[src/rtl/bvg_pkg.sv]
// Shared types, constants and curve tables of the battery voltage filter and gauge.
// Depends on nothing; every other file of the block uses it.
package bvg_pkg;

  localparam int unsigned SAMPLE_W   = 12;
  localparam int unsigned TYPE_W     = 2;
  localparam int unsigned CAL_W      = 12;
  localparam int unsigned VOLT_W     = 12;
  localparam int unsigned PCT_W      = 7;
  localparam int unsigned PREC_W     = 19;
  localparam int unsigned CFG_IDX_W  = 1;
  localparam int unsigned CFG_DATA_W = 12;

  // Register indexes of the configuration channel.
  localparam logic [CFG_IDX_W-1:0] CFG_BATTERY_TYPE = 1'b0;
  localparam logic [CFG_IDX_W-1:0] CFG_CALIBRATION  = 1'b1;

  localparam logic [TYPE_W-1:0] BATTERY_TYPE_RESET = 2'd0;
  localparam logic [CAL_W-1:0]  CALIBRATION_RESET  = 12'd2000;

  localparam logic [SAMPLE_W-1:0] CHARGE_THRESHOLD = 12'd501;
  localparam logic [VOLT_W-1:0]   VOLT_MAX         = 12'd4095;
  localparam logic [PREC_W-1:0]   PRECISE_MAX      = 19'h7FFFF;
  // Smallest coarse quotient whose times-100 value already exceeds PRECISE_MAX.
  localparam logic [12:0]         COARSE_CLAMP     = 13'd5243;
  localparam logic [6:0]          PCT_MAX          = 7'd100;

  // Serial divider geometry.
  localparam int unsigned DIV_NUM_W = 22;
  localparam int unsigned DIV_DEN_W = 12;
  localparam int unsigned DIV_CNT_W = 5;

  localparam logic [DIV_DEN_W-1:0] AVG_DIVISOR = 12'd7;
  localparam logic [DIV_DEN_W-1:0] SLOPE_SCALE = 12'd1000;

  localparam logic [DIV_CNT_W-1:0] AVG_STEPS  = 5'd12;
  localparam logic [DIV_CNT_W-1:0] VOLT_STEPS = 5'd22;
  localparam logic [DIV_CNT_W-1:0] FRAC_STEPS = 5'd7;
  localparam logic [DIV_CNT_W-1:0] PCT_STEPS  = 5'd11;

  // Discharge curves.
  localparam int unsigned CURVE_POINTS = 11;
  localparam int unsigned CURVE_COUNT  = 3;
  localparam int unsigned CURVE_SEL_W  = $clog2(CURVE_COUNT);
  localparam int unsigned CURVE_V_W    = 10;
  localparam int unsigned SLOPE_W      = 12;
  localparam int unsigned ICPT_W       = 12;

  localparam logic [CURVE_V_W-1:0] CURVE_V [CURVE_COUNT][CURVE_POINTS] = '{
    '{10'd840, 10'd780, 10'd760, 10'd740, 10'd720, 10'd710,
      10'd700, 10'd690, 10'd680, 10'd672, 10'd600},
    '{10'd840, 10'd800, 10'd784, 10'd768, 10'd756, 10'd748,
      10'd742, 10'd738, 10'd732, 10'd720, 10'd600},
    '{10'd840, 10'd762, 10'd744, 10'd726, 10'd710, 10'd690,
      10'd674, 10'd660, 10'd648, 10'd628, 10'd600}
  };

  // Per segment ending at point i: slope (percent per volt times 1000) and
  // intercept, both already truncated the way the gauge defines them.
  // Entry 0 of each row is never used.
  localparam logic [SLOPE_W-1:0] SEG_SLOPE [CURVE_COUNT][CURVE_POINTS] = '{
    '{12'd0, 12'd166, 12'd500, 12'd500, 12'd500, 12'd1000,
      12'd1000, 12'd1000, 12'd1000, 12'd1250, 12'd138},
    '{12'd0, 12'd250, 12'd625, 12'd625, 12'd833, 12'd1250,
      12'd1666, 12'd2500, 12'd1666, 12'd833, 12'd83},
    '{12'd0, 12'd128, 12'd555, 12'd555, 12'd625, 12'd500,
      12'd625, 12'd714, 12'd833, 12'd500, 12'd357}
  };

  localparam logic signed [ICPT_W-1:0] SEG_ICPT [CURVE_COUNT][CURVE_POINTS] = '{
    '{12'sd0, -12'sd39, -12'sd300, -12'sd300, -12'sd300, -12'sd660,
      -12'sd660, -12'sd660, -12'sd660, -12'sd830, -12'sd82},
    '{12'sd0, -12'sd110, -12'sd410, -12'sd410, -12'sd569, -12'sd885,
      -12'sd1196, -12'sd1815, -12'sd1199, -12'sd589, -12'sd49},
    '{12'sd0, -12'sd7, -12'sd332, -12'sd332, -12'sd383, -12'sd295,
      -12'sd381, -12'sd441, -12'sd519, -12'sd304, -12'sd214}
  };

  typedef struct packed {
    logic                     found;
    logic [SLOPE_W-1:0]       slope;
    logic signed [ICPT_W-1:0] icpt;
  } bvg_seg_t;

  typedef struct packed {
    logic                 start;
    logic [DIV_NUM_W-1:0] num;
    logic [DIV_DEN_W-1:0] rem_init;
    logic [DIV_DEN_W-1:0] den;
    logic [DIV_CNT_W-1:0] steps;
  } bvg_div_req_t;

  typedef struct packed {
    logic                 done;
    logic [DIV_NUM_W-1:0] quo;
    logic [DIV_DEN_W-1:0] rem;
  } bvg_div_rsp_t;

endpackage

[src/rtl/bvg_channels.sv]
// Valid/ready channel interfaces of the battery gauge: sample, result and configuration.
// Depends on bvg_pkg for field widths.
interface bvg_sample_if;
  logic                           valid;
  logic                           ready;
  logic [bvg_pkg::SAMPLE_W-1:0]   voltage_sample;
  logic [bvg_pkg::SAMPLE_W-1:0]   current_sample;

  modport source (output valid, voltage_sample, current_sample, input ready);
  modport sink   (input valid, voltage_sample, current_sample, output ready);
endinterface

interface bvg_result_if;
  logic                         valid;
  logic                         ready;
  logic [bvg_pkg::VOLT_W-1:0]   cal_voltage;
  logic [bvg_pkg::PCT_W-1:0]    percent;
  logic                         charging;
  logic [bvg_pkg::PREC_W-1:0]   precise_voltage;

  modport source (output valid, cal_voltage, percent, charging, precise_voltage,
                  input ready);
  modport sink   (input valid, cal_voltage, percent, charging, precise_voltage,
                  output ready);
endinterface

interface bvg_cfg_if;
  logic                            valid;
  logic                            ready;
  logic [bvg_pkg::CFG_IDX_W-1:0]   index;
  logic [bvg_pkg::CFG_DATA_W-1:0]  data;

  modport source (output valid, index, data, input ready);
  modport sink   (input valid, index, data, output ready);
endinterface

[src/rtl/bvg_serial_div.sv]
// Bit-serial restoring divider: one quotient bit per clock.
// Depends on bvg_pkg for the request and response structs.
module bvg_serial_div (
  input  logic                  clk_i,
  input  logic                  rst_ni,
  input  bvg_pkg::bvg_div_req_t req_i,
  output bvg_pkg::bvg_div_rsp_t rsp_o
);
  import bvg_pkg::*;

  logic                 busy_q, busy_d;
  logic                 done_q, done_d;
  logic [DIV_CNT_W-1:0] cnt_q, cnt_d;
  logic [DIV_NUM_W-1:0] acc_q, acc_d;
  logic [DIV_DEN_W-1:0] rem_q, rem_d;
  logic [DIV_DEN_W-1:0] den_q, den_d;
  logic [DIV_DEN_W:0]   rem_sh;
  logic [DIV_DEN_W:0]   rem_sub;
  logic                 fits;

  // The numerator is left-aligned in acc; quotient bits enter at the bottom.
  assign rem_sh  = {rem_q, acc_q[DIV_NUM_W-1]};
  assign rem_sub = rem_sh - {1'b0, den_q};
  assign fits    = (rem_sh >= {1'b0, den_q});

  always_comb begin
    busy_d = busy_q;
    done_d = 1'b0;
    cnt_d  = cnt_q;
    acc_d  = acc_q;
    rem_d  = rem_q;
    den_d  = den_q;
    if (req_i.start) begin
      busy_d = 1'b1;
      cnt_d  = req_i.steps;
      acc_d  = req_i.num;
      rem_d  = req_i.rem_init;
      den_d  = req_i.den;
    end else if (busy_q) begin
      acc_d = {acc_q[DIV_NUM_W-2:0], fits};
      rem_d = fits ? rem_sub[DIV_DEN_W-1:0] : rem_sh[DIV_DEN_W-1:0];
      cnt_d = cnt_q - DIV_CNT_W'(1);
      if (cnt_q == DIV_CNT_W'(1)) begin
        busy_d = 1'b0;
        done_d = 1'b1;
      end
    end
  end

  always_ff @(posedge clk_i or negedge rst_ni) begin
    if (!rst_ni) begin
      busy_q <= 1'b0;
      done_q <= 1'b0;
      cnt_q  <= '0;
    end else begin
      busy_q <= busy_d;
      done_q <= done_d;
      cnt_q  <= cnt_d;
    end
  end

  always_ff @(posedge clk_i) begin
    acc_q <= acc_d;
    rem_q <= rem_d;
    den_q <= den_d;
  end

  assign rsp_o.done = done_q;
  assign rsp_o.quo  = acc_q;
  assign rsp_o.rem  = rem_q;

endmodule

[src/rtl/bvg_curve_lut.sv]
// Discharge curve segment lookup: finds the first point below the voltage and
// returns that segment's slope and intercept. Depends on bvg_pkg for the tables.
module bvg_curve_lut (
  input  logic [bvg_pkg::VOLT_W-1:0] volt_i,
  input  logic [bvg_pkg::TYPE_W-1:0] type_i,
  output bvg_pkg::bvg_seg_t          seg_o
);
  import bvg_pkg::*;

  logic [CURVE_SEL_W-1:0] sel;

  // Codes past the last curve fall back to the last curve.
  assign sel = (type_i > TYPE_W'(CURVE_COUNT - 1)) ? CURVE_SEL_W'(CURVE_COUNT - 1)
                                                   : CURVE_SEL_W'(type_i);

  // Walking from the low end upward, the last hit is the first point in
  // curve order whose voltage lies below the input.
  always_comb begin
    seg_o = '0;
    for (int i = CURVE_POINTS - 1; i >= 1; i--) begin
      if (volt_i > VOLT_W'(CURVE_V[sel][i])) begin
        seg_o.found = 1'b1;
        seg_o.slope = SEG_SLOPE[sel][i];
        seg_o.icpt  = SEG_ICPT[sel][i];
      end
    end
  end

endmodule

[src/rtl/battery_voltage_filter_and_gauge_core.sv]
// Top level of the battery voltage filter and charge gauge.
// Depends on bvg_pkg, the channel interfaces, bvg_serial_div and bvg_curve_lut.

// Each accepted item carries one battery voltage ADC sample and one charge
// current sample and yields exactly one result item: the calibrated voltage in
// 10 mV units, the charge percentage, the charging flag and the precise
// voltage in 0.1 mV units. The running average is simply reloaded when it is
// zero or the charging state changed, which skips the one-seventh division.
// The block becomes ready for the next item in the same cycle as the result
// becomes valid. All quotients come from the single bit-serial divider, one
// quotient bit per clock while it is busy: 12 bits for the one-seventh step
// of the average, 22 bits for the division by the calibration register, 7
// bits for the fractional refinement of the precise voltage and 11 bits for
// the division by 1000 in the curve interpolation. The block takes a new item
// once the previous result has moved into the output register, so the next
// item can already be in progress while that result is still not taken; if
// the output register is still full when a result is finished, the block
// waits. Configuration writes (battery type, calibration) are accepted in
// every cycle and must only be made while no item is in progress. After
// reset the battery type is 0, the calibration is 2000, the average is zero
// and the gauge assumes charging.
module battery_voltage_filter_and_gauge_core (
  input  logic   clk_i,
  input  logic   rst_ni,
  bvg_sample_if.sink   in_i,
  bvg_result_if.source out_o,
  bvg_cfg_if.sink      cfg_i
);
  import bvg_pkg::*;

  // Sequencer states: each state with a division waits for its done pulse.
  typedef enum logic [6:0] {
    S_IDLE  = 7'b0000001,
    S_AVG   = 7'b0000010,
    S_SCALE = 7'b0000100,
    S_VOLT  = 7'b0001000,
    S_FRAC  = 7'b0010000,
    S_PCT   = 7'b0100000,
    S_DONE  = 7'b1000000
  } state_e;

  state_e state_q, state_d;

  // Configuration and filter state.
  logic [TYPE_W-1:0]   type_q, type_d;
  logic [CAL_W-1:0]    cal_q, cal_d;
  logic [SAMPLE_W-1:0] avg_q, avg_d;
  logic                last_chg_q, last_chg_d;
  logic                out_valid_q, out_valid_d;

  // Per-item working registers.
  logic                chg_q, chg_d;
  logic                neg_q, neg_d;
  logic [VOLT_W-1:0]   volt_q, volt_d;
  logic [12:0]         coarse_q, coarse_d;
  logic [19:0]         base_q, base_d;
  logic [PREC_W-1:0]   prec_q, prec_d;
  logic [PCT_W-1:0]    pct_q, pct_d;
  bvg_seg_t            seg_q, seg;

  // Result register.
  logic [VOLT_W-1:0]   out_volt_q, out_volt_d;
  logic [PCT_W-1:0]    out_pct_q, out_pct_d;
  logic                out_chg_q, out_chg_d;
  logic [PREC_W-1:0]   out_prec_q, out_prec_d;

  bvg_div_req_t        div_req;
  bvg_div_rsp_t        div_rsp;

  // Intermediate values of the datapath.
  logic                in_take;
  logic                chg_new;
  logic [SAMPLE_W-1:0] abs_diff;
  logic [21:0]         scaled;
  logic [18:0]         frac_num;
  logic [23:0]         interp_prod;
  logic [20:0]         prec_sum;
  logic signed [12:0]  pct_s;

  bvg_serial_div u_div (
    .clk_i  (clk_i),
    .rst_ni (rst_ni),
    .req_i  (div_req),
    .rsp_o  (div_rsp)
  );

  bvg_curve_lut u_lut (
    .volt_i (volt_q),
    .type_i (type_q),
    .seg_o  (seg)
  );

  assign in_take  = in_i.valid && (state_q == S_IDLE);
  assign chg_new  = (in_i.current_sample >= CHARGE_THRESHOLD);
  assign abs_diff = (in_i.voltage_sample > avg_q) ? (in_i.voltage_sample - avg_q)
                                                  : (avg_q - in_i.voltage_sample);

  // average * 760 as 512 + 256 - 8.
  assign scaled = {1'b0, avg_q, 9'b0} + {2'b0, avg_q, 8'b0} - {7'b0, avg_q, 3'b0};

  // Remainder of the coarse division times 100; its quotient by the
  // calibration is below 100, so the top twelve bits preload the remainder.
  assign frac_num = {1'b0, div_rsp.rem, 6'b0} + {2'b0, div_rsp.rem, 5'b0}
                  + {5'b0, div_rsp.rem, 2'b0};

  assign interp_prod = seg_q.slope * volt_q;

  assign prec_sum = {1'b0, base_q} + {14'b0, div_rsp.quo[6:0]};

  assign pct_s = $signed({2'b00, div_rsp.quo[10:0]})
               + $signed({seg_q.icpt[ICPT_W-1], seg_q.icpt});

  always_comb begin
    state_d     = state_q;
    type_d      = type_q;
    cal_d       = cal_q;
    avg_d       = avg_q;
    last_chg_d  = last_chg_q;
    out_valid_d = out_valid_q;
    chg_d       = chg_q;
    neg_d       = neg_q;
    volt_d      = volt_q;
    coarse_d    = coarse_q;
    base_d      = base_q;
    prec_d      = prec_q;
    pct_d       = pct_q;
    out_volt_d  = out_volt_q;
    out_pct_d   = out_pct_q;
    out_chg_d   = out_chg_q;
    out_prec_d  = out_prec_q;
    div_req     = '0;

    if (cfg_i.valid) begin
      case (cfg_i.index)
        CFG_BATTERY_TYPE: type_d = cfg_i.data[TYPE_W-1:0];
        CFG_CALIBRATION:  cal_d  = cfg_i.data[CAL_W-1:0];
        default: ;
      endcase
    end

    if (out_valid_q && out_o.ready) begin
      out_valid_d = 1'b0;
    end

    case (state_q)
      S_IDLE: begin
        if (in_take) begin
          chg_d      = chg_new;
          last_chg_d = chg_new;
          if ((avg_q == '0) || (chg_new != last_chg_q)) begin
            avg_d   = in_i.voltage_sample;
            state_d = S_SCALE;
          end else begin
            // Truncating division of the signed difference: divide the
            // magnitude and apply the sign when the quotient comes back.
            neg_d            = (in_i.voltage_sample > avg_q);
            div_req.start    = 1'b1;
            div_req.num      = {abs_diff, 10'b0};
            div_req.rem_init = '0;
            div_req.den      = AVG_DIVISOR;
            div_req.steps    = AVG_STEPS;
            state_d          = S_AVG;
          end
        end
      end
      S_AVG: begin
        if (div_rsp.done) begin
          avg_d   = neg_q ? (avg_q + div_rsp.quo[SAMPLE_W-1:0])
                          : (avg_q - div_rsp.quo[SAMPLE_W-1:0]);
          state_d = S_SCALE;
        end
      end
      S_SCALE: begin
        div_req.start    = 1'b1;
        div_req.num      = scaled;
        div_req.rem_init = '0;
        div_req.den      = cal_q;
        div_req.steps    = VOLT_STEPS;
        state_d          = S_VOLT;
      end
      S_VOLT: begin
        if (div_rsp.done) begin
          // A zero calibration yields an all-ones quotient, which saturates
          // both voltages.
          volt_d   = (div_rsp.quo[21:12] != '0) ? VOLT_MAX : div_rsp.quo[VOLT_W-1:0];
          coarse_d = (div_rsp.quo >= 22'(COARSE_CLAMP)) ? COARSE_CLAMP
                                                        : div_rsp.quo[12:0];
          div_req.start    = 1'b1;
          div_req.num      = {frac_num[6:0], 15'b0};
          div_req.rem_init = frac_num[18:7];
          div_req.den      = cal_q;
          div_req.steps    = FRAC_STEPS;
          state_d          = S_FRAC;
        end
      end
      S_FRAC: begin
        base_d = {1'b0, coarse_q, 6'b0} + {2'b0, coarse_q, 5'b0} + {5'b0, coarse_q, 2'b0};
        if (div_rsp.done) begin
          prec_d = (prec_sum > 21'(PRECISE_MAX)) ? PRECISE_MAX : prec_sum[PREC_W-1:0];
          // The product stays below 1000 * 2048, so its top ten bits preload
          // the remainder and eleven quotient bits remain.
          div_req.start    = 1'b1;
          div_req.num      = {interp_prod[10:0], 11'b0};
          div_req.rem_init = {2'b00, interp_prod[20:11]};
          div_req.den      = SLOPE_SCALE;
          div_req.steps    = PCT_STEPS;
          state_d          = S_PCT;
        end
      end
      S_PCT: begin
        if (div_rsp.done) begin
          if (!seg_q.found || (pct_s < 13'sd0)) begin
            pct_d = '0;
          end else if (pct_s > 13'sd100) begin
            pct_d = PCT_MAX;
          end else begin
            pct_d = pct_s[PCT_W-1:0];
          end
          state_d = S_DONE;
        end
      end
      S_DONE: begin
        if (!out_valid_q || out_o.ready) begin
          out_volt_d  = volt_q;
          out_pct_d   = pct_q;
          out_chg_d   = chg_q;
          out_prec_d  = prec_q;
          out_valid_d = 1'b1;
          state_d     = S_IDLE;
        end
      end
      default: begin
        state_d = S_IDLE;
      end
    endcase
  end

  always_ff @(posedge clk_i or negedge rst_ni) begin
    if (!rst_ni) begin
      state_q     <= S_IDLE;
      type_q      <= BATTERY_TYPE_RESET;
      cal_q       <= CALIBRATION_RESET;
      avg_q       <= '0;
      last_chg_q  <= 1'b1;
      out_valid_q <= 1'b0;
    end else begin
      state_q     <= state_d;
      type_q      <= type_d;
      cal_q       <= cal_d;
      avg_q       <= avg_d;
      last_chg_q  <= last_chg_d;
      out_valid_q <= out_valid_d;
    end
  end

  always_ff @(posedge clk_i) begin
    chg_q      <= chg_d;
    neg_q      <= neg_d;
    volt_q     <= volt_d;
    coarse_q   <= coarse_d;
    base_q     <= base_d;
    prec_q     <= prec_d;
    pct_q      <= pct_d;
    seg_q      <= seg;
    out_volt_q <= out_volt_d;
    out_pct_q  <= out_pct_d;
    out_chg_q  <= out_chg_d;
    out_prec_q <= out_prec_d;
  end

  assign in_i.ready            = (state_q == S_IDLE);
  assign cfg_i.ready           = 1'b1;
  assign out_o.valid           = out_valid_q;
  assign out_o.cal_voltage     = out_volt_q;
  assign out_o.percent         = out_pct_q;
  assign out_o.charging        = out_chg_q;
  assign out_o.precise_voltage = out_prec_q;

endmodule
[src/flat_wrapper.sv]
// flat-port wrapper written by rule: the top's interface ports become plain ports
module battery_voltage_filter_and_gauge_core_flat import bvg_pkg::*;
  (clk_i, rst_ni, in_i_valid, in_i_voltage_sample, in_i_current_sample, in_i_ready, out_o_valid, out_o_cal_voltage, out_o_percent, out_o_charging, out_o_precise_voltage, out_o_ready, cfg_i_valid, cfg_i_index, cfg_i_data, cfg_i_ready);
  bvg_sample_if in_i_i ();
  bvg_result_if out_o_i ();
  bvg_cfg_if cfg_i_i ();
  input  logic clk_i;
  input  logic rst_ni;
  input wire logic [$bits(in_i_i.valid)-1:0] in_i_valid;
  input wire logic [$bits(in_i_i.voltage_sample)-1:0] in_i_voltage_sample;
  input wire logic [$bits(in_i_i.current_sample)-1:0] in_i_current_sample;
  output wire logic [$bits(in_i_i.ready)-1:0] in_i_ready;
  output wire logic [$bits(out_o_i.valid)-1:0] out_o_valid;
  output wire logic [$bits(out_o_i.cal_voltage)-1:0] out_o_cal_voltage;
  output wire logic [$bits(out_o_i.percent)-1:0] out_o_percent;
  output wire logic [$bits(out_o_i.charging)-1:0] out_o_charging;
  output wire logic [$bits(out_o_i.precise_voltage)-1:0] out_o_precise_voltage;
  input wire logic [$bits(out_o_i.ready)-1:0] out_o_ready;
  input wire logic [$bits(cfg_i_i.valid)-1:0] cfg_i_valid;
  input wire logic [$bits(cfg_i_i.index)-1:0] cfg_i_index;
  input wire logic [$bits(cfg_i_i.data)-1:0] cfg_i_data;
  output wire logic [$bits(cfg_i_i.ready)-1:0] cfg_i_ready;
  assign in_i_i.valid = in_i_valid;
  assign in_i_i.voltage_sample = in_i_voltage_sample;
  assign in_i_i.current_sample = in_i_current_sample;
  assign in_i_ready = in_i_i.ready;
  assign out_o_valid = out_o_i.valid;
  assign out_o_cal_voltage = out_o_i.cal_voltage;
  assign out_o_percent = out_o_i.percent;
  assign out_o_charging = out_o_i.charging;
  assign out_o_precise_voltage = out_o_i.precise_voltage;
  assign out_o_i.ready = out_o_ready;
  assign cfg_i_i.valid = cfg_i_valid;
  assign cfg_i_i.index = cfg_i_index;
  assign cfg_i_i.data = cfg_i_data;
  assign cfg_i_ready = cfg_i_i.ready;
  battery_voltage_filter_and_gauge_core u_core (.clk_i(clk_i), .rst_ni(rst_ni), .in_i(in_i_i), .out_o(out_o_i), .cfg_i(cfg_i_i));
endmodule
[config.mk]
export PLATFORM = sky130hd
export DESIGN_NAME = battery_voltage_filter_and_gauge_core_flat
export DESIGN_NICKNAME = d
export VERILOG_FILES = /design/src/rtl/bvg_pkg.sv /design/src/rtl/bvg_channels.sv /design/src/rtl/bvg_serial_div.sv /design/src/rtl/bvg_curve_lut.sv /design/src/rtl/battery_voltage_filter_and_gauge_core.sv /design/src/flat_wrapper.sv
export SDC_FILE = /design/constraint.sdc
export NUM_CORES = 1
export LEC_CHECK = 0
export BUFFER_PORTS_ARGS = -buffer_cell sky130_fd_sc_hd__clkbuf_2
export CAP_MARGIN = 20
export CORE_MARGIN = 1
export CORE_UTILIZATION = 50
export DETAILED_ROUTE_END_ITERATION = 10
export MAX_ROUTING_LAYER = met4
export PLACE_DENSITY = 0.73
export SLEW_MARGIN = 10
export SYNTH_ARGS = -nofsm -noshare
export SYNTH_HDL_FRONTEND = slang
export SYNTH_SLANG_ARGS = --single-unit
[constraint.sdc]
create_clock -name clk_i -period 6.9 [get_ports clk_i]
set_clock_uncertainty 0.1 [all_clocks]
set_input_delay 0.345 -clock clk_i [delete_from_list [all_inputs] [get_ports clk_i]]
set_output_delay 0.345 -clock clk_i [all_outputs]
set_load 0.02 [all_outputs]
== After elaboration in Yosys (flattened, before gate mapping) ==
Cells that the tools add are included.
Cells by class
  multiplexer cells: 56
  equal/unequal tests: 16
  bitwise operators: 3
  $add $sub $neg: 14
  order comparisons: 19
  multipliers: 1
  reduce and logical (&&, ||, !) cells: 23
Operators by type and width (number)
  132-bit binary-select mux with 2-bit select: 2
  120-bit two-way mux: 4
  110-bit binary-select mux with 2-bit select: 1
  24-bit two-way mux: 9
  52-bit two-way mux: 4
  52-bit case mux with 4 select lines: 1
  100-bit two-way mux: 2
  12-bit by 10-bit greater-than comparator with 1-bit output: 10
  12-bit two-way mux: 8
  7-bit two-way mux: 7
  7-bit case mux with 7 select lines: 1
  12-bit subtractor: 4
  22-bit two-way mux: 2
  25-bit two-way mux: 1
  12-bit case mux with 2 select lines: 1
  21-bit by 20-bit adder with 22-bit output: 1
  22-bit by 13-bit >= comparator with 1-bit output (second input constant): 1
  22-bit by 15-bit subtractor with 22-bit output: 1
  20-bit by 7-bit adder with 21-bit output: 1
  21-bit by 19-bit greater-than comparator with 1-bit output (second input constant): 1
  12-bit by 12-bit multiplier with 21-bit output: 1
  19-bit by 18-bit adder with 20-bit output: 1
  20-bit by 15-bit adder with 20-bit output: 1
  18-bit by 17-bit adder with 19-bit output: 1
  other kinds (40): 66
Storage, ports and cells
  word-level logic and storage cells: 159
  bits of input ports: 42
  flip-flop bits (word level): 225

== Depth between registers and ports, before layout ==
Gate-level depths: netlist of the first run.
  depth in word-level cells: 17
  gate-level depth with buffers: 22
  depth with buffers taken out: 21

== Hierarchy ==
From an unflattened synthesis of the first run, not the netlist that was laid out.
Second synthesis, totals
  cell total of the unflattened synthesis: 2168
  area total of the unflattened synthesis: 20674.8 um2
By module, submodules not included
  battery_voltage_filter_and_gauge_core: cells an instance 1588, seq. area each 4689.5 um2, area an instance 15444.8 um2, times used 1
  bvg_serial_div: cells an instance 236, seq. area each 1556.5 um2, area an instance 2914.0 um2, times used 1
  bvg_curve_lut: cells an instance 344, seq. area each 0.0 um2, area an instance 2316.0 um2, times used 1

== Worst setup path before layout of the first run ==
OpenSTA, ideal clock, no wires.
  kind: flip-flop to flip-flop
  from: register u_core.volt_q[3]
  to: register u_core.u_div.rem_q[6], data pin
  cell stages (with the launch flop): 21
  buffers on the path: 2
  setup time: 0.277 ns
  path slack: 1.089 ns
  arrival time: 5.434 ns
  path through: edfxtp_1 -> clkbuf_1 -> clkbuf_1 -> nand2_1 -> fa_1 -> fa_1 -> inv_1 -> fa_1 -> fa_1 -> inv_1 -> fa_1 -> inv_1 -> ha_1 -> and3_1 -> nor2b_1 -> a2111oi_0 -> nor3_1 -> a21oi_1 -> nor2b_1 -> o311ai_0 -> a22oi_1
On the way
  cells in the longest elaborated chain, start to end: 4
RTL lines
  start: declaration: RTL line battery_voltage_filter_and_gauge_core.sv:54  | logic [VOLT_W-1:0] volt_q, volt_d;
  start signal: assignment: RTL line battery_voltage_filter_and_gauge_core.sv:259  | volt_q <= volt_d;
  12-bit by 12-bit multiplier with 21-bit output: RTL line battery_voltage_filter_and_gauge_core.sv:106  | assign interp_prod = seg_q.slope * volt_q;
  52-bit two-way mux: RTL line battery_voltage_filter_and_gauge_core.sv:198  | if (div_rsp.done) begin
  52-bit case mux with 4 select lines: RTL line battery_voltage_filter_and_gauge_core.sv:145  | case (state_q)
  12-bit two-way mux: RTL line bvg_serial_div.sv:33  | if (req_i.start) begin
  via u_core.u_div.rem_d[6]: RTL line bvg_serial_div.sv:15  | logic [DIV_DEN_W-1:0] rem_q, rem_d;
  end signal: assignment: RTL line bvg_serial_div.sv:64  | rem_q <= rem_d;
  end: declaration: RTL line bvg_serial_div.sv:15
The timed path passes the listed nets, and every way through them passes these cells.
A chain may end at the register's enable or synchronous reset.

== Final worst setup path of the first run ==
  from: register u_core.volt_q[8]
  to: register u_core.u_div.rem_q[6], data pin
The elaborated chain is that of the path after synthesis.

==> impl_metrics.env, run 1 <==
export IMPL_total_leakage_power_nw=10.3
export IMPL_utilization_pct=56.3
export IMPL_gp_routability_congestion=0.957
export IMPL_global_route_wire_length_before_repair_um=86500
export IMPL_crit_reg2reg_launch="u_core.volt_q[8]"
export IMPL_worst_relative_slew_slack_pct=34.4
export IMPL_syn_inst=2158
export IMPL_cts_buffers_inserted=28
export IMPL_antennaDiodeCount=0
export IMPL_detail_route_iter0_violations=1428
export IMPL_initial_core_util_pct=51.1
export IMPL_synth_edff_count=156
export IMPL_timing_hold_worst_path_depth=3
export IMPL_die_y_um=204
export IMPL_detailed_route_drc_error_count=0
export IMPL_coreArea_um2=40000
export IMPL_cts_max_path_buffers=3
export IMPL_grt_util_all_layers_pct=27.0
export IMPL_critPathCaptureType="flip-flop"
export IMPL_worst_ep_required_time_ns=7.09
export IMPL_detail_route_first_pass_iterations=6
export IMPL_floorplan_rows=73
export IMPL_placement_stage_worst_setup_slack_ns=0.807
export IMPL_setup_worst_path_start_class="flip-flop"
export IMPL_post_cts_resized=0
export IMPL_drt_vias_per_instance=5.86
export IMPL_io_buffer_count=82
export IMPL_number_of_global_route_vias_before_repair=16300
export IMPL_status="finished clean"
export IMPL_worst_skew_pair_late_latency_ns=0.59
export IMPL_postRouteWirelength_um=53700
export IMPL_design_die_area_um2=41700
export IMPL_ios=84
export IMPL_layout_area_overhead_vs_synth_pct=10.2
export IMPL_timing_setup_critical_path_class="reg2reg"
export IMPL_asyncSetResetFlopFracSynth_pct=18.8
export IMPL_finalCriticalPeriod_ns=6.20
export IMPL_clk_pin_slew_worst_paths_ns=0.06
export IMPL_setup_viol_count_final=0
export IMPL_count_of_warnings_emitted_by_yosys=0
export IMPL_synth_flop_cell="sky130_fd_sc_hd__edfxtp_1"
export IMPL_grt_max_degree=43
export IMPL_peakVddDrop_mv=0.449
export IMPL_hold_path_endpoint="u_core.type_q[1]"
export IMPL_cts_sinks=223
export IMPL_finalHoldViolCount=0
export IMPL_arrival_ns=6.38
export IMPL_routed_wire_length_per_instance_um=19.2
export IMPL_post_layout_nets=2626
export IMPL_number_of_antenna_violations_at_the_first_check_in_global_routing=1
export IMPL_cap_violations=0
export IMPL_cts_h_tree_depth=1
export IMPL_synth_sequential_area_ratio_pct=30.6
export IMPL_total_power_mw=8.68
export IMPL_yosys_cell_types_count=103
export IMPL_r2r_setup_slack_ns=0.70
export IMPL_clock_root_buffer="sky130_fd_sc_hd__clkbuf_16"
export IMPL_timing_setup_tns_ns=0
export IMPL_ys_seq_elements=223
export IMPL_reg2reg_to="u_core.u_div.rem_q[6]"
export IMPL_worst_slew_pin_slew_ns=0.980
export IMPL_fp_dieW_um=204
export IMPL_rsz0062_at_grt="no"
export IMPL_synthesis_area_um2=20400
export IMPL_drive_above_1_share_pct=10.0
export IMPL_cellPowerDensity_nw_per_um2=385
export IMPL_postRouteAntennaNets=0
export IMPL_final_critical_path_setup_slack_ns=0.701
export IMPL_path_max_fanout=18
export IMPL_nFillCells=3475
export IMPL_tritoncts="built"
export IMPL_avgSynthCellArea_um2=9.47
export IMPL_r2r_worst_path_cells=19
export IMPL_fin_crit_share_pct=89.8
export IMPL_dp_final_hpwl_um=41300
export IMPL_vias=16300
export IMPL_clock_fmax_mhz=161
export IMPL_holdCritStartpoint="cfg_i_data[1]"
export IMPL_maxSlewViolCount=0
export IMPL_grt_remaining_overflow=0
export IMPL_holdCritPathClass="in2reg"
-- cell families (layout without fill, tap and decap cells) --
logic type,Yosys count,in the layout,share of synthesized area (%)
xor+xnor,106,106,4.54
buf+inv,330,434,6.26
simple gates,632,632,14.9
mux,41,41,2.14
other cells,2,6,0.0367
fa+ha+maj,340,340,25.6
flops,223,223,30.6
compound gates,484,484,16.0
-- how the worst max path moves through the flow --
stage | from | end | slack (ns) | cells after the start
3_5_place_dp | u_core.volt_q[8] | u_core.u_div.rem_q[6] | 0.81 | 19
4_1_cts | u_core.volt_q[8] | u_core.u_div.rem_q[6] | 0.68 | 19
2_1_floorplan | u_core.volt_q[3] | u_core.u_div.rem_q[6] | 1.09 | 20
5_1_grt | u_core.volt_q[8] | u_core.u_div.rem_q[6] | 0.34 | 19
3_3_place_gp | u_core.volt_q[8] | u_core.u_div.rem_q[6] | 0.90 | 19
6_report | u_core.volt_q[8] | u_core.u_div.rem_q[6] | 0.70 | 19
-- report_power, final --
part	internal, mW	switching (mW)	total [mW]
logic	2.13	2.91	5.04
clock network	0.858	0.591	1.45
registers	1.78	0.407	2.19
-- per-stage QoR --
step	instance area [um^2]	hold WS [ns]	instances
6_report	22500	0.0123	2791
5_1_grt	22500	0.0291	2791
4_1_cts	22500	0.00147	2791
3_5_place_dp	21500	0.305	2724
3_3_place_gp	21500	0.303	2724
2_1_floorplan	20500	-0.0506	2162
-- Yosys cell counts, drive strengths merged (16+ instances only) --
cell / instances / area share [%]
inv: 252 / 4.6
or3: 16 / 0.51
xnor2: 68 / 2.9
nand3: 24 / 0.59
o21a: 18 / 0.66
and2: 59 / 1.8
a31oi: 19 / 0.58
ha: 210 / 13
edfxtp: 156 / 23
nand2b: 27 / 0.83
nor2: 148 / 2.7
dfrtp: 34 / 4.2
mux2i: 19 / 0.93
o21ai: 113 / 2.9
a211oi: 18 / 0.69
clkbuf: 63 / 1.2
xor2: 38 / 1.6
mux2: 22 / 1.2
dfxtp: 25 / 2.4
a21o: 41 / 1.5
fa: 130 / 13
nand2: 231 / 4.3
nor2b: 21 / 0.64
nor3: 38 / 1.1
a21oi: 129 / 3.2
-- cell type report --
| cell class | count | area [um^2] | share of cell area (%) |
|---|---|---|---|
| clock inverters | 18 | 188 | 0.834 |
| well taps | 525 | 657 | 2.92 |
| flip-flops and latches | 223 | 6250 | 27.7 |
| inverters | 252 | 946 | 4.20 |
| clock buffers | 34 | 723 | 3.21 |
| repair buffers | 130 | 808 | 3.59 |
| multi-input cells | 1609 | 12900 | 57.5 |
-- per-layer routing --
| metal | GRT usage, % | vias to the layer above | part of all wire [%] |
|---|---|---|---|
| li1 | - | 7663 | - |
| met1 | 35.4 | 7946 | 43 |
| met2 | 43.9 | 631 | 48 |
| met3 | 3.00 | 108 | 6.7 |
| met4 | 8.02 | 0 | 2.7 |
| met5 | - | - | 0 |
-- critical path, cell delays in order, from the launching register on --
cell	delay [ns]
sky130_fd_sc_hd__edfxtp_1	0.63
sky130_fd_sc_hd__and2_1	0.27
sky130_fd_sc_hd__fa_1	0.54
sky130_fd_sc_hd__inv_1	0.05
sky130_fd_sc_hd__fa_1	0.48
sky130_fd_sc_hd__inv_1	0.07
sky130_fd_sc_hd__fa_1	0.53
sky130_fd_sc_hd__fa_1	0.55
sky130_fd_sc_hd__inv_1	0.06
sky130_fd_sc_hd__fa_1	0.53
sky130_fd_sc_hd__inv_1	0.04
sky130_fd_sc_hd__ha_1	0.34
sky130_fd_sc_hd__and3_1	0.22
sky130_fd_sc_hd__nor2b_1	0.15
sky130_fd_sc_hd__a2111oi_0	0.48
sky130_fd_sc_hd__nor3_1	0.19
sky130_fd_sc_hd__a21oi_1	0.18
sky130_fd_sc_hd__nor2b_1	0.05
sky130_fd_sc_hd__o311ai_0	0.35
sky130_fd_sc_hd__a22oi_1	0.11
-- cell usage in the layout, fill, tap and decap left out, types with 13 or more instances in the layout --
cell	count
sky130_fd_sc_hd__a21o_1	41
sky130_fd_sc_hd__and3_1	14
sky130_fd_sc_hd__ha_1	210
sky130_fd_sc_hd__mux2i_1	19
sky130_fd_sc_hd__nand2_1	229
sky130_fd_sc_hd__a31oi_1	19
sky130_fd_sc_hd__a211oi_1	17
sky130_fd_sc_hd__nor3_1	33
sky130_fd_sc_hd__o21bai_1	13
sky130_fd_sc_hd__a21oi_1	128
sky130_fd_sc_hd__nand4_1	15
sky130_fd_sc_hd__fa_1	130
sky130_fd_sc_hd__or3_1	15
sky130_fd_sc_hd__o21ai_0	103
sky130_fd_sc_hd__dfrtp_1	34
sky130_fd_sc_hd__dfxtp_1	25
sky130_fd_sc_hd__edfxtp_1	156
sky130_fd_sc_hd__dlygate4sd3_1	15
sky130_fd_sc_hd__and2_1	59
sky130_fd_sc_hd__nor2_1	146
sky130_fd_sc_hd__xor2_1	38
sky130_fd_sc_hd__nand2b_1	27
sky130_fd_sc_hd__o21a_1	18
sky130_fd_sc_hd__clkbuf_2	82
sky130_fd_sc_hd__xnor2_1	68
sky130_fd_sc_hd__nor2b_1	21
sky130_fd_sc_hd__nand3_1	24
sky130_fd_sc_hd__o22ai_1	13
sky130_fd_sc_hd__clkbuf_16	28
sky130_fd_sc_hd__buf_4	33
sky130_fd_sc_hd__inv_1	250
sky130_fd_sc_hd__mux2_2	22
-- registers in the layout, summed over array words and instances, names as in the netlist, 13 cells and up --
| signal | count |
|---|---|
| u_core.base_q | 18 |
| u_core.u_div.acc_q | 22 |
| u_core.prec_q | 19 |
| u_core.coarse_q | 13 |
| u_core.out_o.precise_voltage | 19 |
| u_core.seg_q | 25 |
-- timing repair --
action                                  CTS  global route
hold buffers                             15             0
hold endpoints to repair                 48             0
endpoints found under the setup margin    0             0
buffers inserted                          0             0
(Power assumes the default switching activity.)
==> run 2: changes to the inputs <==
==> constraint.sdc (replaced) <==
create_clock -name clk_i -period 7.9 [get_ports clk_i]
set_clock_uncertainty 0.1 [all_clocks]
set_input_delay 0.395 -clock clk_i [delete_from_list [all_inputs] [get_ports clk_i]]
set_output_delay 0.395 -clock clk_i [all_outputs]
set_load 0.02 [all_outputs]
==> run 2 against run 1 <==
Compared with the run above:
- power shrank 10%
- worst setup slack improved by 0.82 ns
- first-iteration DRC count down 9.1%
- highest routed layer unchanged
- combinational power is 13% lower
- via count down 0.90%
- critical endpoint unchanged
- global-route usage is 0.28 points lower
- clock power hardly changed
- final area about the same
- hold slack improved by 0.053 ns
==> impl_metrics.env, run 2 (synthesis gave the netlist of run 1 again) <==
export IMPL_status="finished clean"
export IMPL_cts_sinks=223
export IMPL_gp_routability_congestion=0.945
export IMPL_postRouteAntennaNets=0
export IMPL_postRouteWirelength_um=52900
export IMPL_finalCriticalPeriod_ns=6.38
export IMPL_detailed_route_drc_error_count=0
export IMPL_number_of_antenna_violations_at_the_first_check_in_global_routing=0
export IMPL_ios=84
export IMPL_coreArea_um2=40000
export IMPL_worst_relative_slew_slack_pct=23.0
export IMPL_worst_slew_pin_slew_ns=1.14
export IMPL_global_route_wire_length_before_repair_um=86300
export IMPL_cellPowerDensity_nw_per_um2=345
export IMPL_clock_root_buffer="sky130_fd_sc_hd__clkbuf_16"
export IMPL_cap_violations=0
export IMPL_peakVddDrop_mv=0.386
export IMPL_rsz0062_at_grt="no"
export IMPL_timing_setup_critical_path_class="reg2reg"
export IMPL_post_cts_buffers=0
export IMPL_vias=16200
export IMPL_detail_route_first_pass_iterations=6
export IMPL_setup_worst_path_start_class="flip-flop"
export IMPL_grt_remaining_overflow=0
export IMPL_fp_dieW_um=204
export IMPL_critPathCaptureType="flip-flop"
export IMPL_die_y_um=204
export IMPL_antennaDiodeCount=0
export IMPL_io_buffer_count=82
export IMPL_grt_util_all_layers_pct=26.7
export IMPL_largest_register_ff_count=25
export IMPL_inst_count_dp=2708
export IMPL_dp_final_hpwl_um=39800
export IMPL_cts_hold_buf=13
export IMPL_post_cts_resized=0
export IMPL_worst_ep_required_time_ns=8.10
export IMPL_cts_buffers_inserted=27
export IMPL_finalHoldViolCount=0
export IMPL_routed_wire_length_per_instance_um=19.1
export IMPL_number_of_global_route_vias_before_repair=16300
export IMPL_path_max_fanout=23
export IMPL_layout_common_cells="250 x sky130_fd_sc_hd__inv_1, 229 x sky130_fd_sc_hd__nand2_1, 210 x sky130_fd_sc_hd__ha_1, 156 x sky130_fd_sc_hd__edfxtp_1, 146 x sky130_fd_sc_hd__nor2_1"
export IMPL_drt_vias_per_instance=5.84
export IMPL_design_die_area_um2=41700
export IMPL_top_regs="u_core.seg_q: 25 flops, u_core.u_div.acc_q: 22 flops"
export IMPL_commonest_non_fill_non_tap_cell_in_the_layout="sky130_fd_sc_hd__inv_1"
export IMPL_utilization_pct=56.3
export IMPL_holdCritPathClass="in2reg"
export IMPL_detail_route_iter0_violations=1298
export IMPL_worst_skew_pair_late_latency_ns=0.57
export IMPL_layout_cells_non_filler=2772
export IMPL_clk_pin_slew_worst_paths_ns=0.07
export IMPL_maxSlewViolCount=0
export IMPL_drive_above_1_share_pct=9.70
export IMPL_cts_h_tree_depth=1
export IMPL_regMostFlops="u_core.seg_q"
export IMPL_clock_fmax_mhz=157
export IMPL_setup_viol_count_final=0
export IMPL_floorplan_rows=73
export IMPL_post_layout_nets=2608
export IMPL_layout_area_overhead_vs_synth_pct=10.2
export IMPL_tritoncts="built"
export IMPL_grt_max_degree=43
export IMPL_total_leakage_power_nw=10.3
export IMPL_fin_crit_share_pct=80.8
export IMPL_timing_setup_tns_ns=0
export IMPL_initial_core_util_pct=51.1
export IMPL_arrival_ns=6.58
export IMPL_cts_max_path_buffers=3
## run 2: cell count changes in the layout (fill, tap and decap cells not counted), sizes merged
cell	previous run	this run
dlygate4sd3	15	13
inv	252	255
bufinv	3	9
buf	33	18
clkinv	13	8
clkbuf	116	110
## run 2: metrics by stage
step                setup slack, ns  power, mW  cell area (um^2)  hold slack, ns
floorplan                      2.09       5.18             20500       -0.000591
global placement               1.76       6.09             21300           0.305
detailed placement             1.54       6.21             21300           0.306
CTS                            1.52       7.72             22500          0.0443
global route                   1.17       8.36             22500          0.0564
finish                         1.52       7.78             22500          0.0657
## run 2: worst max-delay path, cell delays in order (launching register included)
cell and delay [ns]:
sky130_fd_sc_hd__edfxtp_1 0.97, sky130_fd_sc_hd__nand2_1 0.19, sky130_fd_sc_hd__fa_1 0.56, sky130_fd_sc_hd__fa_1 0.53
sky130_fd_sc_hd__inv_1 0.05, sky130_fd_sc_hd__fa_1 0.47, sky130_fd_sc_hd__fa_1 0.56, sky130_fd_sc_hd__inv_1 0.06
sky130_fd_sc_hd__fa_1 0.54, sky130_fd_sc_hd__inv_1 0.04, sky130_fd_sc_hd__ha_1 0.34, sky130_fd_sc_hd__and3_1 0.18
sky130_fd_sc_hd__nor2b_1 0.15, sky130_fd_sc_hd__a2111oi_0 0.46, sky130_fd_sc_hd__nor3_1 0.18, sky130_fd_sc_hd__a21oi_1 0.17
sky130_fd_sc_hd__nor2b_1 0.06, sky130_fd_sc_hd__o311ai_0 0.38, sky130_fd_sc_hd__a22oi_1 0.12
## run 2: report_power, final
| group | switching (mW) | total (mW) | leakage [nW] | internal [mW] |
|---|---|---|---|---|
| clock network | 0.538 | 1.46 | 0.505 | 0.927 |
| registers | 0.365 | 1.92 | 2.24 | 1.55 |
| logic | 2.55 | 4.40 | 7.57 | 1.85 |
| total | 3.45 | 7.78 | 10.3 | 4.33 |
## run 2: area by class of cell
type	count	area (um^2)
clock buffers	28	679
clock inverters	22	367
fillers	3501	17500
inverters	252	946
multi-input cells	1609	12900
flip-flops and latches	223	6250
well taps	525	657
repair buffers	113	688
## run 2: worst paths after layout
check | endpoint | cells past startpoint | slack (ns) | from
setup / recovery | u_core.u_div.rem_q[6] | 18 | 1.52 | u_core.volt_q[5]
hold / removal | u_core.avg_q[10] | 3 | 0.07 | in_i_voltage_sample[10]
setup reg to reg | u_core.u_div.rem_q[6] | 18 | 1.52 | u_core.volt_q[5]
hold reg to reg | u_core.out_o.precise_voltage[2] | 0 | 0.32 | u_core.prec_q[2]
max in group asynchronous | u_core.out_o.valid | 3 | 6.92 | rst_ni
min in group asynchronous | u_core.avg_q[9] | 3 | 0.36 | rst_ni
## run 2: routing by layer
metal / wire (um) / share of wire (%) / track usage [%]
met1: 23200 / 44 / 35.4
met4: 1480 / 2.8 / 7.60
met5: 0 / 0 / -
met2: 25000 / 47 / 43.0
met3: 3200 / 6.0 / 3.09
